File: src/design/atsc_pkg.sv
// ============================================================================
// atsc_pkg: shared types and constants of the terminal sliding attitude block
// Formats, register reset values, step codes, controller states and the
// command and status bundles between the controller and the datapath.
// ============================================================================
`default_nettype none

package atsc_pkg;

  // Data format: signed Q7.16, gains Q4.12
  localparam int DATA_W    = 24;
  localparam int DATA_FRAC = 16;
  localparam int GAIN_FRAC = 12;
  localparam int REG_W     = 48;
  localparam int FIELD_W   = 16;

  // Root unit and divider sizes
  localparam int ROOT_RAD_W = 57;
  localparam int ROOT_W     = 20;
  localparam int DIV_NUM_W  = 34;
  localparam int DIV_DEN_W  = 16;

  // Register reset values
  localparam logic [REG_W-1:0]   RST_XI1     = 48'd8796146697011;
  localparam logic [REG_W-1:0]   RST_XI2     = 48'd21109898479616;
  localparam logic [REG_W-1:0]   RST_K2      = 48'd176174204109;
  localparam logic [REG_W-1:0]   RST_KREG    = 48'd17592454483968;
  localparam logic [REG_W-1:0]   RST_MU      = 48'd3517605085594;
  localparam logic [REG_W-1:0]   RST_KMIN    = 48'd17592991363072;
  localparam logic [REG_W-1:0]   RST_INERTIA = 48'd16862246931078;
  localparam logic [FIELD_W-1:0] RST_DT      = 16'd655;

  // Configuration register indexes
  typedef enum logic [2:0] {
    REG_XI1, REG_XI2, REG_K2, REG_KREG, REG_MU, REG_KMIN, REG_INERTIA, REG_DT
  } cfg_reg_e;

  typedef struct packed {
    logic [REG_W-1:0]   xi1;
    logic [REG_W-1:0]   xi2;
    logic [REG_W-1:0]   k2;
    logic [REG_W-1:0]   kreg;
    logic [REG_W-1:0]   mu;
    logic [REG_W-1:0]   kmin;
    logic [REG_W-1:0]   inertia;
    logic [FIELD_W-1:0] dt;
  } cfg_t;

  // Datapath step codes
  typedef enum logic [5:0] {
    OP_NONE, OP_LOAD,
    OP_ROOT_E_GO, OP_ROOT_E_END, OP_ROOT_V_GO, OP_ROOT_V_END,
    OP_MUL_ME_SE, OP_RND_T1, OP_MUL_XI1, OP_RND_X1,
    OP_MUL_MV_CV, OP_RND_T2, OP_MUL_XI2, OP_RND_X2,
    OP_SURF, OP_MUL_DT, OP_ADAPT, OP_ROOT_S_GO, OP_ROOT_S_END,
    OP_MUL_K, OP_RND_T5, OP_MUL_K2, OP_RND_T6, OP_ASMC,
    OP_MUL_CV2, OP_RND_PV, OP_DIV_GO, OP_DIV_END,
    OP_MUL_XI1_SE, OP_RND_CM, OP_MUL_AC, OP_RND_AB, OP_INNER,
    OP_MUL_JLO, OP_MUL_JHI, OP_TAU, OP_FINISH
  } op_e;

  // Controller states
  typedef enum logic [5:0] {
    S_IDLE,
    S_ROOT_E_GO, S_ROOT_E_END, S_ROOT_V_GO, S_ROOT_V_END,
    S_MUL_ME_SE, S_RND_T1, S_MUL_XI1, S_RND_X1,
    S_MUL_MV_CV, S_RND_T2, S_MUL_XI2, S_RND_X2,
    S_SURF, S_MUL_DT, S_ADAPT, S_ROOT_S_GO, S_ROOT_S_END,
    S_MUL_K, S_RND_T5, S_MUL_K2, S_RND_T6, S_ASMC,
    S_MUL_CV2, S_RND_PV, S_DIV_GO, S_DIV_END,
    S_MUL_XI1_SE, S_RND_CM, S_MUL_AC, S_RND_AB, S_INNER,
    S_MUL_JLO, S_MUL_JHI, S_TAU, S_FINISH
  } state_e;

  typedef struct packed {
    op_e op;
  } cmd_t;

  typedef struct packed {
    logic in_valid;
    logic axis_ok;
    logic root_done;
    logic div_done;
    logic xi2_zero;
    logic out_free;
  } status_t;

  // Per-axis 16-bit field of a packed 48-bit register
  function automatic logic [FIELD_W-1:0] axis_field(logic [REG_W-1:0] r, logic [1:0] a);
    logic [FIELD_W-1:0] f;
    case (a)
      2'd0:    f = r[15:0];
      2'd1:    f = r[31:16];
      2'd2:    f = r[47:32];
      default: f = '0;
    endcase
    return f;
  endfunction

  // Saturate a wide signed value to the data range
  function automatic logic signed [DATA_W-1:0] sat_data(logic signed [43:0] x);
    logic signed [DATA_W-1:0] r;
    if (x > 44'sd8388607)       r = 24'sh7FFFFF;
    else if (x < -44'sd8388608) r = 24'sh800000;
    else                        r = x[DATA_W-1:0];
    return r;
  endfunction

endpackage

`default_nettype wire

File: src/design/atsc_ctrl.sv
// ============================================================================
// atsc_ctrl: step sequencer
// Walks one item through the datapath steps, waiting on the root unit, the
// divider and a free output register.
// ============================================================================
`default_nettype none

module atsc_ctrl
  import atsc_pkg::*;
(
  input  wire logic    clk_i,
  input  wire logic    rst_ni,
  input  wire status_t status_i,
  output cmd_t         cmd_o
);

  state_e state_q, state_d;

  // Next state
  always_comb begin
    state_d = state_q;
    unique case (state_q)
      S_IDLE:        if (status_i.in_valid) state_d = S_ROOT_E_GO;
      S_ROOT_E_GO:   state_d = status_i.axis_ok ? S_ROOT_E_END : S_FINISH;
      S_ROOT_E_END:  if (status_i.root_done) state_d = S_ROOT_V_GO;
      S_ROOT_V_GO:   state_d = S_ROOT_V_END;
      S_ROOT_V_END:  if (status_i.root_done) state_d = S_MUL_ME_SE;
      S_MUL_ME_SE:   state_d = S_RND_T1;
      S_RND_T1:      state_d = S_MUL_XI1;
      S_MUL_XI1:     state_d = S_RND_X1;
      S_RND_X1:      state_d = S_MUL_MV_CV;
      S_MUL_MV_CV:   state_d = S_RND_T2;
      S_RND_T2:      state_d = S_MUL_XI2;
      S_MUL_XI2:     state_d = S_RND_X2;
      S_RND_X2:      state_d = S_SURF;
      S_SURF:        state_d = S_MUL_DT;
      S_MUL_DT:      state_d = S_ADAPT;
      S_ADAPT:       state_d = S_ROOT_S_GO;
      S_ROOT_S_GO:   state_d = S_ROOT_S_END;
      S_ROOT_S_END:  if (status_i.root_done) state_d = S_MUL_K;
      S_MUL_K:       state_d = S_RND_T5;
      S_RND_T5:      state_d = S_MUL_K2;
      S_MUL_K2:      state_d = S_RND_T6;
      S_RND_T6:      state_d = S_ASMC;
      S_ASMC:        state_d = S_MUL_CV2;
      S_MUL_CV2:     state_d = S_RND_PV;
      S_RND_PV:      state_d = S_DIV_GO;
      S_DIV_GO:      state_d = status_i.xi2_zero ? S_MUL_XI1_SE : S_DIV_END;
      S_DIV_END:     if (status_i.div_done) state_d = S_MUL_XI1_SE;
      S_MUL_XI1_SE:  state_d = S_RND_CM;
      S_RND_CM:      state_d = S_MUL_AC;
      S_MUL_AC:      state_d = S_RND_AB;
      S_RND_AB:      state_d = S_INNER;
      S_INNER:       state_d = S_MUL_JLO;
      S_MUL_JLO:     state_d = S_MUL_JHI;
      S_MUL_JHI:     state_d = S_TAU;
      S_TAU:         state_d = S_FINISH;
      S_FINISH:      if (status_i.out_free) state_d = S_IDLE;
      default:       state_d = S_IDLE;
    endcase
  end

  // Step command
  always_comb begin
    unique case (state_q)
      S_IDLE:        cmd_o.op = OP_LOAD;
      S_ROOT_E_GO:   cmd_o.op = OP_ROOT_E_GO;
      S_ROOT_E_END:  cmd_o.op = OP_ROOT_E_END;
      S_ROOT_V_GO:   cmd_o.op = OP_ROOT_V_GO;
      S_ROOT_V_END:  cmd_o.op = OP_ROOT_V_END;
      S_MUL_ME_SE:   cmd_o.op = OP_MUL_ME_SE;
      S_RND_T1:      cmd_o.op = OP_RND_T1;
      S_MUL_XI1:     cmd_o.op = OP_MUL_XI1;
      S_RND_X1:      cmd_o.op = OP_RND_X1;
      S_MUL_MV_CV:   cmd_o.op = OP_MUL_MV_CV;
      S_RND_T2:      cmd_o.op = OP_RND_T2;
      S_MUL_XI2:     cmd_o.op = OP_MUL_XI2;
      S_RND_X2:      cmd_o.op = OP_RND_X2;
      S_SURF:        cmd_o.op = OP_SURF;
      S_MUL_DT:      cmd_o.op = OP_MUL_DT;
      S_ADAPT:       cmd_o.op = OP_ADAPT;
      S_ROOT_S_GO:   cmd_o.op = OP_ROOT_S_GO;
      S_ROOT_S_END:  cmd_o.op = OP_ROOT_S_END;
      S_MUL_K:       cmd_o.op = OP_MUL_K;
      S_RND_T5:      cmd_o.op = OP_RND_T5;
      S_MUL_K2:      cmd_o.op = OP_MUL_K2;
      S_RND_T6:      cmd_o.op = OP_RND_T6;
      S_ASMC:        cmd_o.op = OP_ASMC;
      S_MUL_CV2:     cmd_o.op = OP_MUL_CV2;
      S_RND_PV:      cmd_o.op = OP_RND_PV;
      S_DIV_GO:      cmd_o.op = OP_DIV_GO;
      S_DIV_END:     cmd_o.op = OP_DIV_END;
      S_MUL_XI1_SE:  cmd_o.op = OP_MUL_XI1_SE;
      S_RND_CM:      cmd_o.op = OP_RND_CM;
      S_MUL_AC:      cmd_o.op = OP_MUL_AC;
      S_RND_AB:      cmd_o.op = OP_RND_AB;
      S_INNER:       cmd_o.op = OP_INNER;
      S_MUL_JLO:     cmd_o.op = OP_MUL_JLO;
      S_MUL_JHI:     cmd_o.op = OP_MUL_JHI;
      S_TAU:         cmd_o.op = OP_TAU;
      S_FINISH:      cmd_o.op = OP_FINISH;
      default:       cmd_o.op = OP_NONE;
    endcase
  end

  always_ff @(posedge clk_i or negedge rst_ni) begin
    if (!rst_ni) begin
      state_q <= S_IDLE;
    end else begin
      state_q <= state_d;
    end
  end

  // An item with a bad axis skips straight to the result
  a_bypass: assert property (@(posedge clk_i) disable iff (!rst_ni)
    (state_q == S_ROOT_E_GO && !status_i.axis_ok) |=> state_q == S_FINISH)
    else $error("bad axis did not bypass");

  // A written result returns the sequencer to idle
  a_finish: assert property (@(posedge clk_i) disable iff (!rst_ni)
    (state_q == S_FINISH && status_i.out_free) |=> state_q == S_IDLE)
    else $error("finish did not return to idle");

  // Idle holds with no item offered
  a_idle: assert property (@(posedge clk_i) disable iff (!rst_ni)
    (state_q == S_IDLE && !status_i.in_valid) |=> state_q == S_IDLE)
    else $error("left idle without an item");

endmodule

`default_nettype wire

File: config.mk
export PLATFORM = sky130hd
export DESIGN_NAME = atsc_ctrl
export DESIGN_NICKNAME = d
export VERILOG_FILES = /design/src/design/atsc_pkg.sv /design/src/design/atsc_ctrl.sv
export SDC_FILE = /design/constraint.sdc
export NUM_CORES = 1
export LEC_CHECK = 0
export BUFFER_PORTS_ARGS = -buffer_cell sky130_fd_sc_hd__buf_2
export CORE_AREA = 2 2 39 41
export CTS_BUF_LIST = sky130_fd_sc_hd__clkbuf_4 sky130_fd_sc_hd__clkbuf_8
export DETAILED_ROUTE_END_ITERATION = 10
export DIE_AREA = 0 0 41 43
export PLACE_DENSITY = 0.82
export SKIP_LAST_GASP = 1
export SYNTH_ARGS = -nofsm -noshare
export SYNTH_HDL_FRONTEND = slang
export SYNTH_SLANG_ARGS = --single-unit
File: constraint.sdc
create_clock -name clk_i -period 2.55 [get_ports clk_i]
set_input_delay 0.255 -clock clk_i [delete_from_list [all_inputs] [get_ports clk_i]]
set_output_delay 0.255 -clock clk_i [all_outputs]
set_load 0.05 [all_outputs]
==> Yosys cells after proc, flatten, opt, wreduce, memory -nomap -nowiden <==
Memory sizes are Yosys's and may differ from the RTL's.
Cells that the tools add are included.
{ "totals": {"regBits": 6, "latch_bits": 0, "ramBits": 0, "rom_bits": 384, "memories": 1} }
{ "op_classes": {"n_addsub": 0, "n_mul": 0, "n_div": 0, "order_cmp": 0, "eq_ne": 41, "n_shift": 0, "mux": 9, "bitwise": 0, "reduce_logical": 2} }
{ "memory_table": {"columns": ["name", "words", "width", "rd", "rd_ports_with_merged_regs", "write_ports", "line_no", "rtl"], "rows": [
  ["(name not given)", 64, 6, 1, 0, 0, "atsc_ctrl.sv:65", "unique case (state_q)"]
]} }
{ "op_table": {"columns": ["op", "count"], "rows": [
  ["one-hot mux 6 bit (36 select lines)", 1],
  ["equality test 6 x 5 -> 1 bit (second input constant)", 16],
  ["equality test 6 x 4 -> 1 bit (second input constant)", 8],
  ["two-way mux 6 bit", 7],
  ["equality test 6 x 3 -> 1 bit (second input constant)", 4],
  ["equality test 6 bit (second input constant)", 4],
  ["equality test 6 x 2 -> 1 bit (second input constant)", 2],
  ["inequality test 2 bit (second input constant)", 6],
  ["equality test 6 x 1 -> 1 bit (second input constant)", 1],
  ["logical NOT 6 bit", 1],
  ["AND reduction 6 bit", 1],
  ["two-way mux 1 bit", 1]
]} }

==> Longest topological paths before layout <==
{ "depth": {"ltp_word": 3, "mapped_depth": 6, "ltp_nobuf": 6} }

==> Worst setup path before layout <==
No wires, ideal clock.
{ "synth_timing": {"path_kind": "flip-flop to output port", "from": "register state_q[0]", "to": "output cmd_o[2] in the netlist's numbering", "arrival_ns": 2.005, "slack_ns": 0.290, "stages_incl_launch_ff": 4, "path_cell_list": "dfrtp_1 -> ha_1 -> nand2b_1 -> o32ai_1"} }
{ "synth_rtl": {"columns": ["item", "line_no", "rtl"], "rows": [
  ["from (decl)", "atsc_ctrl.sv:17", "state_e state_q, state_d;"],
  ["from (signal assigned)", "atsc_ctrl.sv:110", "state_q <= state_d;"],
  ["to (decl)", "atsc_ctrl.sv:14", "output cmd_t cmd_o"]
]} }

==> run_results.csv <==
group,metric,value,unit
run_status,status,"finished clean",
global_route,grt_use_met1,25.8,%
cts,numCtsBuffers,3,
sta,fin_skew,0.0110,ns
detailed_routing,wl_per_cell,14.0,µm
logic_synthesis,ys_ff_latch,6,
logic_synthesis,synthFlopType,"dfrtp_1",
sta,relSlewSlack,66.4,%
logic_synthesis,yosysWarnings,0,
critical_path,max_stage_delay,0.56,ns
floorplanning,fp.coreArea,1380,µm²
logic_synthesis,netlist_area,682,µm²
cells_and_area,fillCellCount,126,
global_route,met2_usage,31.6,%
critical_path,r2r_start,"state_q[0]",
floorplanning,die_w,41,µm
critical_path,path_cells,"nor3_2 -> nor2b_1 -> nor2b_1 -> buf_2",
placement,dp_hpwl,1140,µm
global_route,antenna_found_initial,0,
critical_path,slowest_stage,"dfrtp_1",
sta,rsz0062_at_grt,"no",
cells_and_area,n_antenna_cell,0,
sta,hold_violations,0,
logic_synthesis,synth.most_common_cell,"nor2_1",
floorplanning,die_y,43,µm
cts,cts_setup_buffers,0,
logic_synthesis,synth_area_leaders,"dfrtp_1 (22%), ha_1 (9.2%), nor2_1 (6.1%)",
global_route,grt_max_degree,18,
logic_synthesis,netlist.area_leader.share,22.0,%
global_route,top_usage_layer,"met2",
detailed_routing,detail-route-antenna-nets,0,
logic_synthesis,synth_area_per_cell,8.22,µm²
detailed_routing,drc,0,
critical_path,cp_max_fo,17,
logic_synthesis,ys_types,35,
cts,cts_sinks,6,
critical_path,r2r_slack,0.55,ns
critical_path,criticalPathCategory,"reg -> out",
detailed_routing,viasPerCell,5.96,
placement,numPortBuffers,13,
global_route,met3_usage,3.66,%
critical_path,worstPathArrival,1.79,ns
logic_synthesis,synthArstFlopShare,100,%
logic_synthesis,syn_nets,96,
detailed_routing,detailedRoute.firstPassIterationCount,4,
floorplanning,start_util,49.3,%
cts,cts_root_buf,"clkbuf_4",
global_route,grt_overflow,0,
sta,worst_slew_pin_slew,0.503,ns
global_route,grt_pass1_vias,602,
critical_path,start_kind,"flip-flop",
sta,maxSlewViolCount,0,
critical_path,timing.rr.end,"state_q[1]",
floorplanning,pin_count,14,
critical_path,required,2.30,ns
detailed_routing,routed_wirelength,1550,µm
cts,cts_tree,"yes",
sta,min_period_over_period,80.1,%
logic_synthesis,yosysSeqAreaShare,22.0,%
logic_synthesis,yosysTopAreaCell,"dfrtp_1",
global_route,grt_pass1_wl,2470,µm
cts,cts_buffer_depth,2,
logic_synthesis,postSynthCellCount,83,
critical_path,end_kind,"primary output",
cts,path_clk_slew,0.05,ns
detailed_routing,drt_iter0_markers,46,
sta,clock.fmax,489,MHz
floorplanning,row_count,14,
placement,gp_congestion,0.846,
critical_path,rr_worst_depth,6,
placement,place_inst,107,
sta,setup_tns,0,ns
cts,clk_latency,0.26,ns
cts,cts_htree_levels,1,
logic_synthesis,synth_common_cells,"nor2_1 (11), dfrtp_1 (6), nor2b_1 (6)",
cells_and_area,areaGrowthSynthToFinish,11.9,%
cells_and_area,final_cells,111,
sta,finalCriticalPeriod,2.04,ns
cells_and_area,reg_top3,"state_q: 6 flops",
sta,setup_viol,0,
cells_and_area,nets,110,
logic_synthesis,synth_edf_count,0,
flow_run,maxCapViolCount,0,
critical_path,startpoint,"state_q[3]",
sta,timing.hold.ws,0.341,ns
floorplanning,die-area,1760,µm²
cells_and_area,largest-register,"state_q",
cells_and_area,layout-drive-gt1-share,22.1,%
critical_path,cp-endpoint,"cmd_o[1]",
cells_and_area,largest_reg_flops,6,
hold_path,hp-class,"in -> async",
critical_path,timing.critical_path.mode_cell,"nor2b_1",
detailed_routing,vias,662,
global_route,grt_util_all_layers,20.0,%
layout by cell type, fill, tap and decap left out, drive strengths merged, types with 3 or more instances in the layout:
| cell type | Yosys | final |
|---|---|---|
| buf | 4 | 13 |
| dfrtp | 6 | 6 |
| clkbuf | 1 | 3 |
| a21oi | 5 | 5 |
| nor2 | 11 | 11 |
| mux2 | 3 | 3 |
| ha | 5 | 5 |
| nor2b | 6 | 6 |
| inv | 4 | 4 |
| nand2 | 5 | 5 |
| o21ai | 4 | 4 |
| nor3 | 3 | 3 |
| nand3 | 3 | 3 |
cell families after synthesis:
group                      count (synthesis)  share of synthesized area [%]
and+or+nand+nor                           39                           31.2
buffers and inverters                      9                           7.52
AOI/OAI and AO/OA                         21                           24.0
muxes                                      3                           6.06
DFF                                        6                           22.0
adders and majority gates                  5                           9.17
per-stage QoR:
step | instance area (µm²) | setup WS (ns) | utilization [%]
5_1_grt | 763 | 0.382 | 55.2
2_1_floorplan | 682 | 0.290 | -
4_1_cts | 763 | 0.520 | 55.2
6_report | 763 | 0.506 | 55.2
3_5_place_dp | 731 | 0.577 | 52.8
3_3_place_gp | 731 | 0.655 | 52.8
cell type report:
type | instances | area [µm²] | area share, %
repair buffers | 14 | 75.1 | 9.84
well taps | 16 | 20.0 | 2.62
flip-flops and latches | 6 | 150 | 19.7
inverters | 4 | 15.0 | 1.97
clock buffers | 3 | 22.5 | 2.95
multi-input cells | 68 | 480 | 63.0
worst min-delay path by stage:
stage | start | end | slack (ns) | cells past startpoint
floorplan | rst_ni | state_q[0] | -0.04 | 0
global placement | rst_ni | state_q[2] | 0.08 | 1
detailed placement | rst_ni | state_q[5] | 0.09 | 1
CTS | rst_ni | state_q[3] | 0.36 | 2
global route | rst_ni | state_q[3] | 0.37 | 2
finish | rst_ni | state_q[3] | 0.34 | 2
what timing repair did:
action,4_1_cts,5_1_grt
hold endpoints to repair,6,0
setup endpoints to repair,0,0
hold buffers,1,0
resized for setup,0,0
routing by layer:
metal	wire length (µm)	share of wire (%)
met1	678	44
met2	755	49
met3	103	6.6
met4	14	0.90
met5	0	0
critical path, delay by kind of cell, from the launching register on:
kind	cells	cell delay (ns)
DFF	1	0.56
and+or+nand+nor	3	0.70
buffers and inverters	1	0.27
Power is not shown: default switching activity piles up to over one toggle a cycle in this logic, so the estimate is an artifact.
